$ cat src/mstg_pkg.sv
`default_nettype none

package mstg_pkg;

    localparam int CHANNELS_DEF      = 4;
    localparam int TONE_CLOCK_DEF    = 8000;
    localparam int FRACTION_BITS_DEF = 6;

    localparam int FUNC_W   = 2;
    localparam int CHAN_W   = 2;
    localparam int NOTE_W   = 8;
    localparam int PHASE_W  = 16;
    localparam int LEVEL_W  = 3;
    localparam int IN_DATA_W  = 16;
    localparam int OUT_DATA_W = 8;

    localparam logic [LEVEL_W-1:0] LEVEL_MAX = '1;

    // semitone frequencies in units of 0.0001 Hz, from 27.5 Hz up
    localparam int FREQ_E4 [12] = '{
        275000, 291353, 308677, 327032, 346479, 367081,
        388909, 412035, 436536, 462493, 489995, 519130
    };

    typedef enum logic [FUNC_W-1:0] {
        FUNC_SET_NOTE = 2'd0,
        FUNC_ADVANCE  = 2'd1,
        FUNC_TICK     = 2'd2
    } t_func;

    typedef enum logic [2:0] {
        S_IDLE,
        S_SET,
        S_ADV_RD,
        S_ADV_CHK,
        S_TICK_RD,
        S_TICK,
        S_EMIT
    } t_state;

endpackage

`default_nettype wire

$ cat src/mstg_chan_ram.sv
`default_nettype none

module mstg_chan_ram #(
    parameter int CHANNELS = mstg_pkg::CHANNELS_DEF,
    parameter int AW       = 1
) (
    input  wire                          i_clk,
    input  wire                          i_rst_n,
    input  wire  [AW-1:0]                i_rd_addr,
    output logic [mstg_pkg::PHASE_W-1:0] o_rd_period,
    output logic [mstg_pkg::PHASE_W-1:0] o_rd_phase,
    input  wire                          i_wr_en,
    input  wire  [AW-1:0]                i_wr_addr,
    input  wire  [mstg_pkg::PHASE_W-1:0] i_wr_period,
    input  wire  [mstg_pkg::PHASE_W-1:0] i_wr_phase
);

    logic [mstg_pkg::PHASE_W-1:0] r_period_mem [CHANNELS];
    logic [mstg_pkg::PHASE_W-1:0] r_phase_mem  [CHANNELS];
    logic [CHANNELS-1:0]          r_valid;
    logic [mstg_pkg::PHASE_W-1:0] r_rd_period;
    logic [mstg_pkg::PHASE_W-1:0] r_rd_phase;
    logic                         r_rd_valid;

    always_ff @(posedge i_clk) begin
        if (i_wr_en) begin
            r_period_mem[i_wr_addr] <= i_wr_period;
            r_phase_mem[i_wr_addr]  <= i_wr_phase;
        end
        r_rd_period <= r_period_mem[i_rd_addr];
        r_rd_phase  <= r_phase_mem[i_rd_addr];
    end

    // unwritten entries read as zero (silent, phase cleared)
    always_ff @(posedge i_clk) begin
        if (!i_rst_n) begin
            r_valid    <= '0;
            r_rd_valid <= 1'b0;
        end else begin
            if (i_wr_en) begin
                r_valid[i_wr_addr] <= 1'b1;
            end
            r_rd_valid <= r_valid[i_rd_addr];
        end
    end

    assign o_rd_period = r_rd_valid ? r_rd_period : '0;
    assign o_rd_phase  = r_rd_valid ? r_rd_phase  : '0;

endmodule

`default_nettype wire

$ cat src/mstg_note_dec.sv
`default_nettype none

module mstg_note_dec #(
    parameter int TONE_CLOCK    = mstg_pkg::TONE_CLOCK_DEF,
    parameter int FRACTION_BITS = mstg_pkg::FRACTION_BITS_DEF
) (
    input  wire  [mstg_pkg::NOTE_W-1:0]  i_note_code,
    output logic [mstg_pkg::PHASE_W-1:0] o_period
);

    localparam longint TC = longint'(TONE_CLOCK) * 64'd10000;

    localparam logic [15:0] ROM [12] = '{
        16'((TC / mstg_pkg::FREQ_E4[0])  << FRACTION_BITS),
        16'((TC / mstg_pkg::FREQ_E4[1])  << FRACTION_BITS),
        16'((TC / mstg_pkg::FREQ_E4[2])  << FRACTION_BITS),
        16'((TC / mstg_pkg::FREQ_E4[3])  << FRACTION_BITS),
        16'((TC / mstg_pkg::FREQ_E4[4])  << FRACTION_BITS),
        16'((TC / mstg_pkg::FREQ_E4[5])  << FRACTION_BITS),
        16'((TC / mstg_pkg::FREQ_E4[6])  << FRACTION_BITS),
        16'((TC / mstg_pkg::FREQ_E4[7])  << FRACTION_BITS),
        16'((TC / mstg_pkg::FREQ_E4[8])  << FRACTION_BITS),
        16'((TC / mstg_pkg::FREQ_E4[9])  << FRACTION_BITS),
        16'((TC / mstg_pkg::FREQ_E4[10]) << FRACTION_BITS),
        16'((TC / mstg_pkg::FREQ_E4[11]) << FRACTION_BITS)
    };

    logic [8:0]  m;
    logic [15:0] prod;
    logic [4:0]  octave;
    logic [8:0]  rem_full;
    logic [3:0]  semitone;

    // m / 12 as (m * 171) >> 11, exact for m up to 256
    always_comb begin
        m        = {1'b0, i_note_code} + 9'd1;
        prod     = 16'(m) * 16'd171;
        octave   = prod[15:11];
        rem_full = m - 9'(octave) * 9'd12;
        semitone = rem_full[3:0];
        if (i_note_code == '0 || octave[4]) begin
            o_period = '0;
        end else begin
            o_period = ROM[semitone] >> octave[3:0];
        end
    end

endmodule

`default_nettype wire

$ cat src/multichannel_square_tone_generator_top.sv
`default_nettype none

// Channel   Dir  Handshake                  Payload
// s_axis    in   i_s_axis_tvalid/o_..tready  tdata: chan_index, note_code; tuser: func
// m_axis    out  o_m_axis_tvalid/i_..tready  tdata: sample_level
// cfg       in   i_cfg_valid/o_cfg_ready     i_cfg_data: mix_mode
//
// One item at a time: set-note writes one channel, advance probes channels in turn
// (at most CHANNELS probes), tick reads every channel in multitone and only the
// arpeggio channel in arpeggio, one at a time through the single RAM read port.
// The result sits in an output register; a tick waits in its emit state while
// that register is full and not being taken. Synchronous active-low reset; channels read
// as silent until written.

module multichannel_square_tone_generator_top #(
    parameter int CHANNELS      = mstg_pkg::CHANNELS_DEF,
    parameter int TONE_CLOCK    = mstg_pkg::TONE_CLOCK_DEF,
    parameter int FRACTION_BITS = mstg_pkg::FRACTION_BITS_DEF
) (
    input  wire                              i_clk,
    input  wire                              i_rst_n,
    input  wire                              i_s_axis_tvalid,
    output logic                             o_s_axis_tready,
    // [1:0] chan_index, [9:2] note_code
    input  wire  [mstg_pkg::IN_DATA_W-1:0]   i_s_axis_tdata,
    // [1:0] func
    input  wire  [mstg_pkg::FUNC_W-1:0]      i_s_axis_tuser,
    output logic                             o_m_axis_tvalid,
    input  wire                              i_m_axis_tready,
    // [2:0] sample_level
    output logic [mstg_pkg::OUT_DATA_W-1:0]  o_m_axis_tdata,
    input  wire                              i_cfg_valid,
    output logic                             o_cfg_ready,
    input  wire                              i_cfg_data
);

    localparam int AW = (CHANNELS > 1) ? $clog2(CHANNELS) : 1;
    localparam int SW = $clog2(CHANNELS + 1);
    localparam logic [AW-1:0] LAST_CH = AW'(CHANNELS - 1);
    localparam logic [mstg_pkg::PHASE_W-1:0] INC = 16'(1) << FRACTION_BITS;

    mstg_pkg::t_state r_state, n_state;

    logic [AW-1:0]                     r_arp, n_arp;
    logic [SW-1:0]                     r_steps, n_steps;
    logic [AW-1:0]                     r_idx, n_idx;
    logic [mstg_pkg::LEVEL_W-1:0]      r_level, n_level;
    logic [mstg_pkg::CHAN_W-1:0]       r_chan, n_chan;
    logic [mstg_pkg::NOTE_W-1:0]       r_note, n_note;
    logic                              r_mix;
    logic                              r_out_vld, n_out_vld;
    logic [mstg_pkg::LEVEL_W-1:0]      r_out_level, n_out_level;

    logic [AW-1:0]                     rd_addr;
    logic [mstg_pkg::PHASE_W-1:0]      rd_period;
    logic [mstg_pkg::PHASE_W-1:0]      rd_phase;
    logic                              wr_en;
    logic [AW-1:0]                     wr_addr;
    logic [mstg_pkg::PHASE_W-1:0]      wr_period;
    logic [mstg_pkg::PHASE_W-1:0]      wr_phase;
    logic [mstg_pkg::PHASE_W-1:0]      dec_period;

    logic [mstg_pkg::PHASE_W-1:0]      ph_sum;
    logic [mstg_pkg::PHASE_W-1:0]      ph_new;
    logic                              ch_high;
    logic                              tick_last;
    logic                              chan_ok;
    logic                              in_beat;
    logic                              out_beat;

    function automatic logic [AW-1:0] next_ch(input logic [AW-1:0] c);
        next_ch = (c == LAST_CH) ? '0 : AW'(c + 1'b1);
    endfunction

    mstg_chan_ram #(
        .CHANNELS (CHANNELS),
        .AW       (AW)
    ) u_ram (
        .i_clk       (i_clk),
        .i_rst_n     (i_rst_n),
        .i_rd_addr   (rd_addr),
        .o_rd_period (rd_period),
        .o_rd_phase  (rd_phase),
        .i_wr_en     (wr_en),
        .i_wr_addr   (wr_addr),
        .i_wr_period (wr_period),
        .i_wr_phase  (wr_phase)
    );

    mstg_note_dec #(
        .TONE_CLOCK    (TONE_CLOCK),
        .FRACTION_BITS (FRACTION_BITS)
    ) u_dec (
        .i_note_code (r_note),
        .o_period    (dec_period)
    );

    assign o_s_axis_tready = (r_state == mstg_pkg::S_IDLE);
    assign o_cfg_ready     = 1'b1;
    assign o_m_axis_tvalid = r_out_vld;
    assign o_m_axis_tdata  = {{(mstg_pkg::OUT_DATA_W - mstg_pkg::LEVEL_W){1'b0}}, r_out_level};
    assign in_beat         = i_s_axis_tvalid && o_s_axis_tready;
    assign out_beat        = r_out_vld && i_m_axis_tready;

    // per-channel phase update
    always_comb begin
        ph_sum    = rd_phase + INC;
        ph_new    = (ph_sum > rd_period) ? ph_sum - rd_period : ph_sum;
        ch_high   = (rd_period != '0) && (ph_new > (rd_period >> 1));
        tick_last = r_mix ? (r_idx == LAST_CH) : 1'b1;
        chan_ok   = (int'(r_chan) < CHANNELS);
    end

    always_comb begin
        n_state     = r_state;
        n_arp       = r_arp;
        n_steps     = r_steps;
        n_idx       = r_idx;
        n_level     = r_level;
        n_chan      = r_chan;
        n_note      = r_note;
        n_out_vld   = out_beat ? 1'b0 : r_out_vld;
        n_out_level = r_out_level;
        rd_addr     = r_idx;
        wr_en       = 1'b0;
        wr_addr     = r_idx;
        wr_period   = rd_period;
        wr_phase    = ph_new;

        case (r_state)
            mstg_pkg::S_IDLE: begin
                n_steps = '0;
                n_level = '0;
                n_idx   = r_mix ? '0 : r_arp;
                n_chan  = i_s_axis_tdata[mstg_pkg::CHAN_W-1:0];
                n_note  = i_s_axis_tdata[mstg_pkg::CHAN_W +: mstg_pkg::NOTE_W];
                if (in_beat) begin
                    case (i_s_axis_tuser)
                        mstg_pkg::FUNC_SET_NOTE: n_state = mstg_pkg::S_SET;
                        mstg_pkg::FUNC_ADVANCE:  n_state = mstg_pkg::S_ADV_RD;
                        mstg_pkg::FUNC_TICK:     n_state = mstg_pkg::S_TICK_RD;
                        default:                 n_state = mstg_pkg::S_IDLE;
                    endcase
                end
            end
            mstg_pkg::S_SET: begin
                wr_en     = chan_ok;
                wr_addr   = AW'(r_chan);
                wr_period = dec_period;
                wr_phase  = '0;
                if (chan_ok) begin
                    n_arp = '0;
                end
                n_state = mstg_pkg::S_IDLE;
            end
            mstg_pkg::S_ADV_RD: begin
                rd_addr = next_ch(r_arp);
                n_arp   = next_ch(r_arp);
                n_steps = SW'(r_steps + 1'b1);
                n_state = mstg_pkg::S_ADV_CHK;
            end
            mstg_pkg::S_ADV_CHK: begin
                if (r_steps == SW'(CHANNELS) || rd_period != '0) begin
                    n_state = mstg_pkg::S_IDLE;
                end else begin
                    n_state = mstg_pkg::S_ADV_RD;
                end
            end
            mstg_pkg::S_TICK_RD: begin
                rd_addr = r_idx;
                n_state = mstg_pkg::S_TICK;
            end
            mstg_pkg::S_TICK: begin
                // write back this channel if it has a period, read the next one
                wr_en   = (rd_period != '0);
                rd_addr = next_ch(r_idx);
                n_level = (r_level == mstg_pkg::LEVEL_MAX) ? r_level
                        : r_level + mstg_pkg::LEVEL_W'(ch_high);
                if (tick_last) begin
                    n_state = mstg_pkg::S_EMIT;
                end else begin
                    n_idx = next_ch(r_idx);
                end
            end
            mstg_pkg::S_EMIT: begin
                if (!r_out_vld || i_m_axis_tready) begin
                    n_out_vld   = 1'b1;
                    n_out_level = r_level;
                    n_state     = mstg_pkg::S_IDLE;
                end
            end
            default: begin
                n_state = mstg_pkg::S_IDLE;
            end
        endcase
    end

    always_ff @(posedge i_clk) begin
        if (!i_rst_n) begin
            r_state   <= mstg_pkg::S_IDLE;
            r_arp     <= '0;
            r_mix     <= 1'b0;
            r_out_vld <= 1'b0;
            r_steps   <= '0;
        end else begin
            r_state   <= n_state;
            r_arp     <= n_arp;
            r_out_vld <= n_out_vld;
            r_steps   <= n_steps;
            if (i_cfg_valid && o_cfg_ready) begin
                r_mix <= i_cfg_data;
            end
        end
    end

    always_ff @(posedge i_clk) begin
        r_idx       <= n_idx;
        r_level     <= n_level;
        r_chan      <= n_chan;
        r_note      <= n_note;
        r_out_level <= n_out_level;
    end

`ifndef ASSERT_OFF
    a_wr_states: assert property (@(posedge i_clk) disable iff (!i_rst_n)
        wr_en |-> (r_state == mstg_pkg::S_SET || r_state == mstg_pkg::S_TICK))
        else $error("channel RAM written outside set or tick");

    a_steps_bound: assert property (@(posedge i_clk) disable iff (!i_rst_n)
        int'(r_steps) <= CHANNELS)
        else $error("advance probed more channels than exist");

    a_arp_channel: assert property (@(posedge i_clk) disable iff (!i_rst_n)
        (r_state == mstg_pkg::S_TICK && !r_mix) |-> r_idx == r_arp)
        else $error("arpeggio tick on a channel other than the pointer");

    a_out_load: assert property (@(posedge i_clk) disable iff (!i_rst_n)
        $rose(r_out_vld) |-> $past(r_state) == mstg_pkg::S_EMIT)
        else $error("result beat raised outside emit");

    a_level_bound: assert property (@(posedge i_clk) disable iff (!i_rst_n)
        (r_state == mstg_pkg::S_EMIT && !r_mix) |-> r_level <= mstg_pkg::LEVEL_W'(1))
        else $error("arpeggio level above one");
`endif

endmodule

`default_nettype wire

$ cat config.mk
export PLATFORM = sky130hd
export DESIGN_NAME = multichannel_square_tone_generator_top
export DESIGN_NICKNAME = d
export VERILOG_FILES = /design/src/mstg_pkg.sv /design/src/mstg_chan_ram.sv /design/src/mstg_note_dec.sv /design/src/multichannel_square_tone_generator_top.sv
export SDC_FILE = /design/constraint.sdc
export NUM_CORES = 1
export LEC_CHECK = 0
export ABC_AREA = 1
export BUFFER_PORTS_ARGS = -buffer_cell sky130_fd_sc_hd__buf_2
export CORE_MARGIN = 2
export CORE_UTILIZATION = 50
export DETAILED_ROUTE_END_ITERATION = 8
export PLACE_DENSITY_LB_ADDON = 0.3
export SLEW_MARGIN = 30
export SYNTH_ARGS = -nofsm -noshare
export SYNTH_HDL_FRONTEND = slang
export SYNTH_SLANG_ARGS = --single-unit
$ cat constraint.sdc
create_clock -name i_clk -period 9.2 [get_ports i_clk]
set_input_delay 2.76 -clock i_clk [delete_from_list [all_inputs] [get_ports i_clk]]
set_output_delay 2.76 -clock i_clk [all_outputs]
set_load 0.01 [all_outputs]
==> results by group, run 1 <==
Outcome
  • Status: completed

Die
  • Core area: 21800 um^2
  • Die X: 153 um
  • Die Span Y: 153 um
  • DIE AREA: 23500 um^2
  • Initial core utilization: 51.1%
  • Row cnt: 54
  • I/O Pins: 35

Clock network
  • Setup Buffers After CTS: 0
  • Clk pin slew, worst setup/hold paths: 70 ps
  • CTS buffer count: 17
  • Htree depth: 4
  • Clock Tree Buf Depth: 2
  • Post-CTS sizing: 0
  • Total clock sinks: 193
  • CTS tree: built
  • Skew-Pair Late Insertion Delay: 440 ps
  • Hold buffer count at cts: 0
  • CTS root buffer: clkbuf_16

Worst setup path
  • CP Launch Type: flip-flop
  • Arr. time, crit path: 6920 ps
  • WP buf/inv: 5
  • Top cell by count, worst path: nand2_1
  • Max FO, Critical Path: 11
  • WS Path Type: reg -> reg
  • Slowest cell on crit path: edfxtp_1
  • Family with the most delay on the worst path: adder cells
  • Critical Path Max Stage Delay: 530 ps
  • Crit. End Element: flip-flop
  • Worst endpoint required time: 9360 ps

Layout
  • Share of layout cells above drive strength 1: 9.52%
  • Fillers: 1907
  • Area growth syn-to-layout: 8.20%
  • ANT cells: 0
  • Net count, final: 1354

STA
  • Final Max Tran Viols: 0
  • Fin crit share: 73.5%
  • Setup violations, final: 0
  • Final Hold Vio Count: 0
  • Worst Skew: 12.7 ps
  • Worst slew pin tran: 906 ps
  • Slew HR: 39.4%
  • Hold_ws: 468 ps
  • Fmax: 0.148 GHz
  • Crit path time final: 6760 ps
  • RSZ-0062 raised after global routing: false
  • Post-route setup TNS: 0 ps

Detailed routing
  • Vias: 8152
  • DR pass1 iterations: 5
  • Number of remaining DRC errors: 0
  • Detailed Route Iter0 Violations: 507
  • Routed Antenna Nets: 0
  • Final WL: 23200 um
  • Via density: 5.36
  • Routed len/inst: 15.3 um

Yosys
  • Dominant cell type by area after synthesis: edfxtp_1
  • Avg Cell Area, Syn: 9.19 um^2
  • YS warnings: 0
  • Compound-Gate Fraction of Synth Area: 9.32%
  • Top cells by area, synth: edfxtp_1, nand2_1, ha_1, dfxtp_1, inv_1
  • Adder-cell area share of the yosys netlist: 12.6%
  • Synth Instances: 1213
  • Simple-gate share of the synthesized area: 21.0%
  • Yosys top cell area share: 39.3%
  • Seq cells post-synth: 193
  • Yosys cell types: 57
  • Post-synthesis mux area share: 0%
  • Largest family of logic cells by synthesized area: simple AND/OR/NAND/NOR gates
  • Syn Std Cell Area: 11100 um^2
  • Sequential area share after synthesis: 47.8%
  • Post-Synth XOR/XNOR Area: 2.13%

Placement
  • GPL Wtd Cong: 0.905
  • Port Buf Inserts: 22
  • DP HPWL: 15700 um

Flow run
  • Max cap viols: 0

Hold path
  • Hold Path Class: reg -> reg

Global routing
  • Pin count of the biggest net entering global routing: 70
  • Total gr overflow: 0
  • First-pass GRT wire length: 38700 um
  • Overall routing resource usage: 20.4%
  • Vias in the first global route: 7903
  • Antenna violations before repair: 0
[cell usage in the layout, fill, tap and decap left out, types with 4 or more instances in the layout]
| cell | instances |
|---|---|
| nor4_1 | 4 |
| a31oi_1 | 37 |
| inv_1 | 147 |
| ha_1 | 88 |
| xor2_1 | 18 |
| nand3_2 | 15 |
| inv_2 | 5 |
| nand3_1 | 76 |
| xnor2_1 | 6 |
| nand2_4 | 4 |
| clkbuf_16 | 17 |
| buf_2 | 22 |
| buf_4 | 10 |
| fa_1 | 15 |
| nand2_1 | 297 |
| o21ai_0 | 26 |
| nand4_1 | 11 |
| nor2_1 | 67 |
| nor2_2 | 4 |
| conb_1 | 6 |
| nor3_1 | 8 |
| o21ai_1 | 5 |
| edfxtp_1 | 146 |
| nand2_2 | 12 |
| dfxtp_1 | 47 |
| a21oi_1 | 85 |
[cell families after synthesis]
family,after synthesis
AO/OA/AOI/OAI,181
XOR/XNOR,25
adder cells (fa/ha/maj),103
buffers and inverters,195
flip-flops,193
other,2
AND/OR/NAND/NOR,514
[per-layer routing]
layer / wire length, um / global-route usage [%] / up-vias
li1: - / - / 4124
met1: 10800 / 27.1 / 3848
met2: 11300 / 35.3 / 164
met3: 845 / 3.06 / 16
met4: 180 / 5.07 / 0
met5: 0 / 0 / -
[metrics by stage]
step                      instance area, um^2  cells  worst slack [ps]  utilization (%)
after floorplan                         11200   1217              3440                -
after global placement                  11500   1488              2570             52.6
after detailed placement                11500   1488              2480             52.6
after CTS                               12100   1520              2480             55.2
after global routing                    12100   1520              1910             55.2
final                                   12100   1520              2440             55.2
[final cells by class]
cell class	count	area (um^2)	share of cell area [%]
sequential	193	5330	44.2
multi-input combinational	829	5040	41.8
inverter	154	581	4.82
clock buffer	19	453	3.76
tap	280	350	2.91
timing repair buffer	32	185	1.54
clock inverter	13	120	0.996
[path summary, 6_finish.rpt]
check                                           endpoint             start  cells after the start  slack (ps)
worst max-delay path            u_ram.r_period_mem[3][3]         r_note[0]                     32        2440
worst min-delay path                    u_ram.r_valid[3]  u_ram.r_valid[3]                      2         470
worst min register to register          u_ram.r_valid[3]  u_ram.r_valid[3]                      2         470
worst max register to register  u_ram.r_period_mem[3][3]         r_note[0]                     32        2440
[registers in the layout, summed over array words and instances (netlist names)]
register,cells
r_chan,2
r_state,3
r_idx,2
o_m_axis_tvalid,1
r_out_level,3
u_ram.r_rd_phase,16
r_note,8
r_mix,1
u_ram.r_rd_valid,1
u_ram.r_period_mem,64
r_steps,3
u_ram.r_rd_period,16
r_arp,2
u_ram.r_valid,4
r_level,3
u_ram.r_phase_mem,64
[worst register-to-register path, delay by kind of cell (launching register included)]
family / cells / cell delay, ps
XOR/XNOR: 2 / 620
flip-flops: 1 / 530
AND/OR/NAND/NOR: 16 / 1950
adder cells (fa/ha/maj): 7 / 2630
AO/OA/AOI/OAI: 2 / 250
buffers and inverters: 5 / 510
[synth_stat cells (all sizes together)]
| cell | instances |
|---|---|
| nor2 | 72 |
| xnor2 | 7 |
| a221oi | 1 |
| a21oi | 85 |
| a31oi | 37 |
| dfxtp | 47 |
| and3 | 2 |
| xor2 | 18 |
| o211ai | 4 |
| buf | 34 |
| inv | 153 |
| or2 | 4 |
| clkinv | 1 |
| o2111a | 1 |
| o311ai | 3 |
| and2 | 1 |
| o21ai | 32 |
| nor3 | 9 |
| o21a | 3 |
| nand4 | 11 |
| edfxtp | 146 |
| ha | 88 |
| o22ai | 3 |
| clkbuf | 7 |
| nor4 | 4 |
| fa | 15 |
| o221a | 1 |
| a21boi | 2 |
| nand3b | 2 |
| o221ai | 1 |
| conb | 2 |
| a21o | 3 |
| nor4b | 1 |
| nand2 | 314 |
| nor3b | 1 |
| o31ai | 2 |
| nand3 | 93 |
| a211oi | 3 |
Power of run 1 is left out: the tool's default activity adds up to more than one toggle a clock period on the data nets, which glitch-free logic cannot reach.
==> run 2, diff against run 1 <==
--- a/config.mk
+++ b/config.mk
@@ -5,7 +5,7 @@
 export SDC_FILE = /design/constraint.sdc
 export NUM_CORES = 1
 export LEC_CHECK = 0
-export ABC_AREA = 1
+export ABC_AREA = 0
 export BUFFER_PORTS_ARGS = -buffer_cell sky130_fd_sc_hd__buf_2
 export CORE_MARGIN = 2
 export CORE_UTILIZATION = 50
==> constraint.sdc (replaced) <==
create_clock -name i_clk -period 6.72 [get_ports i_clk]
set_input_delay 2.016 -clock i_clk [delete_from_list [all_inputs] [get_ports i_clk]]
set_output_delay 2.016 -clock i_clk [all_outputs]
set_load 0.01 [all_outputs]
==> results by group, run 2 <==
Outcome
  • Status: completed (unchanged)

Yosys
  • Dominant cell type by area after synthesis: edfxtp_1 (unchanged)
  • Synth cell count leaders: edfxtp_1, nand2_1, ha_1 (was nand2_1, inv_1, edfxtp_1)
  • EDFF count, synth: 146 (unchanged)
  • YS warnings: 0 (unchanged)
  • Syn Std Cell Area: 11300 um^2 (was 11100 um^2)
  • Primary FF master, synth: edfxtp_1 (unchanged)
  • Synth Instances: 1050 (was 1213)
  • Yosys top cell area share: 38.6% (was 39.3%)
  • Post-synth ARST share: 0% (unchanged)
  • Seq cells post-synth: 193 (unchanged)
  • Yosys cell types: 78 (was 57)
  • Top cells by area, synth: edfxtp_1, ha_1, dfxtp_1, mux2_2, nand2_1 (was edfxtp_1, nand2_1, ha_1, dfxtp_1, inv_1)
  • Avg Cell Area, Syn: 10.8 um^2 (was 9.19 um^2)
  • Sequential area share after synthesis: 46.9% (was 47.8%)
  • Top-count cell post-synth: edfxtp_1 (was nand2_1)

Hold path
  • Hold Path Class: reg -> reg (unchanged)

Clock network
  • CTS root buffer: clkbuf_16 (unchanged)
  • CTS tree: built (unchanged)
  • Htree depth: 4 (unchanged)
  • Skew-Pair Late Insertion Delay: 440 ps (about the same)
  • Clk pin slew, worst setup/hold paths: 80 ps (was 70 ps)
  • CTS buffer count: 17 (unchanged)
  • Total clock sinks: 193 (unchanged)
  • Clock Tree Buf Depth: 2 (unchanged)

Worst setup path
  • WS Path Type: reg -> reg (unchanged)
  • Max FO, Critical Path: 5 (was 11)
  • Worst endpoint required time: 6890 ps (was 9360 ps)
  • CP Launch Type: flip-flop (unchanged)
  • Arr. time, crit path: 6740 ps (was 6920 ps)
  • Crit. End Element: flip-flop (unchanged)

STA
  • Crit path time final: 6570 ps (was 6760 ps)
  • Setup violations, final: 0 (unchanged)
  • Fin crit share: 97.8% (was 73.5%)
  • Final Max Tran Viols: 0 (unchanged)
  • Final Hold Vio Count: 0 (unchanged)
  • Slew HR: 37.0% (was 39.4%)
  • Post-route setup TNS: 0 ps (unchanged)
  • Worst Skew: 14.6 ps (was 12.7 ps)
  • Setup ws final: 146 ps (was 2440 ps)
  • Fmax: 0.152 GHz (was 0.148 GHz)
  • RSZ-0062 raised after global routing: true (was false)
  • Worst slew pin tran: 945 ps (was 906 ps)

Detailed routing
  • Routed Antenna Nets: 0 (unchanged)
  • Number of remaining DRC errors: 0 (unchanged)
  • Final WL: 24200 um (was 23200 um)
  • Vias: 8137 (was 8152)
  • Detailed Route Iter0 Violations: 504 (was 507)
  • DR pass1 iterations: 6 (was 5)
  • Via density: 5.82 (was 5.36)
  • Routed len/inst: 17.3 um (was 15.3 um)

Layout
  • Commonest non-fill, non-tap cell in the layout: edfxtp_1 (was nand2_1)
  • Most frequent cells in the layout: edfxtp_1, nand2_1, ha_1 (was nand2_1, inv_1, edfxtp_1)
  • Area growth syn-to-layout: 14.4% (was 8.20%)
  • Fin cells: 1399 (was 1520)
  • Biggest regs: u_ram.r_period_mem (64), u_ram.r_phase_mem (64) (unchanged)
  • ANT cells: 0 (unchanged)
  • Share of layout cells above drive strength 1: 18.5% (was 9.52%)
  • Fillers: 1870 (was 1907)
  • Final Util: 57.9% (was 55.2%)
  • Net count, final: 1228 (was 1354)

Die
  • Row cnt: 55 (was 54)
  • Die X: 155 um (was 153 um)
  • Die Span Y: 155 um (was 153 um)
  • Core area: 22400 um^2 (was 21800 um^2)
  • DIE AREA: 23900 um^2 (was 23500 um^2)
  • Initial core utilization: 50.6% (was 51.1%)
  • I/O Pins: 35 (unchanged)

Placement
  • Dpl cells: 1361 (was 1488)
  • Post-Place Worst Slack: -34.8 ps (was 2480 ps)
  • DP HPWL: 17100 um (was 15700 um)
  • GPL Wtd Cong: 0.903 (was 0.905)
  • Port Buf Inserts: 22 (unchanged)

Global routing
  • Total gr overflow: 0 (unchanged)
  • Vias in the first global route: 7976 (was 7903)
  • Overall routing resource usage: 20.8% (was 20.4%)
  • First-pass GRT wire length: 39700 um (was 38700 um)
  • Pin count of the biggest net entering global routing: 67 (was 70)
  • Antenna violations before repair: 0 (unchanged)

Flow run
  • Max cap viols: 0 (unchanged)
==> run 2: cell count changes after synthesis, moves of 14 or more <==
cell	delta
and2_1	+23
o21ai_0	+47
mux2i_1	+40
clkbuf_1	+23
nand3_1	-51
xnor2_1	+24
a31oi_1	-33
a21oi_1	-42
mux2_2	+41
inv_1	-79
nand2_1	-187
nand3_2	-14
buf_2	-20
nor2_1	-22
==> run 2: final cells by class <==
class / count / area [um^2] / share of cell area, %
Inverter: 69 / 262 / 2.01
Tap cell: 285 / 357 / 2.75
Sequential cell: 193 / 5330 / 41.0
Timing Repair Buffer: 71 / 518 / 3.99
Clock buffer: 20 / 478 / 3.68
Multi-Input combinational cell: 749 / 5900 / 45.5
Clock inverter: 12 / 140 / 1.08
==> run 2: layer usage <==
layer | GRT usage (%) | routed length (um) | up-vias
met5 | 0 | 0 | -
met3 | 3.14 | 887 | 38
met4 | 6.88 | 478 | 0
met1 | 26.7 | 10700 | 3969
li1 | - | - | 3957
met2 | 36.4 | 12100 | 173
==> run 2: cells by family (layout without fill, tap and decap cells) <==
group	count (synthesis)	after routing	share of synthesized area, %
simple gates	292	292	12.5
compound gates	224	224	13.1
flops	193	193	46.9
buf+inv	112	172	4.00
fa+ha+maj	105	105	12.5
mux	81	81	7.60
xor+xnor	41	41	3.29
other cells	2	6	0.0662
==> run 2: path summary, 6_finish.rpt <==
path	from	to	slack, ps	cells after the start
setup reg to reg	r_note[1]	u_ram.r_period_mem[1][1]	150	26
hold reg to reg	u_ram.r_valid[3]	u_ram.r_valid[3]	470	1
hold / removal	u_ram.r_valid[3]	u_ram.r_valid[3]	470	1
setup / recovery	r_note[1]	u_ram.r_period_mem[1][1]	150	26
==> run 2: critical path, stage by stage (launching register included) <==
cell       delay, ps
edfxtp_1         430
ha_2             220
and3_4           210
xor2_4           150
ha_1             280
inv_1             40
fa_1             500
inv_2             40
fa_1             500
inv_2             40
fa_1             490
inv_2             50
ha_4             210
a21o_1           210
a221o_2          400
a2bb2oi_4        170
o21ai_4           90
inv_4             70
ha_4             130
xnor3_2          300
xor2_2           200
o211a_1          150
or4_4            550
and2_2           210
a22oi_2          180
nand3_2          120
a221o_1          350
==> run 2: what timing repair did <==
action                                  4_1_cts  5_1_grt
setup buffers                                 0        6
hold buffers                                  0        0
pin swaps                                     0        9
endpoints found under the setup margin        8       47
gates resized for setup                       2       25
==> run 2: through the flow <==
| step | hold WS [ps] | cell area (um^2) |
|---|---|---|
| floorplan | 435 | 11500 |
| global placement | 443 | 12200 |
| detailed placement | 451 | 12200 |
| CTS | 468 | 12800 |
| global route | 503 | 13000 |
| finish | 472 | 13000 |
Power of run 2 is left out for the same reason.
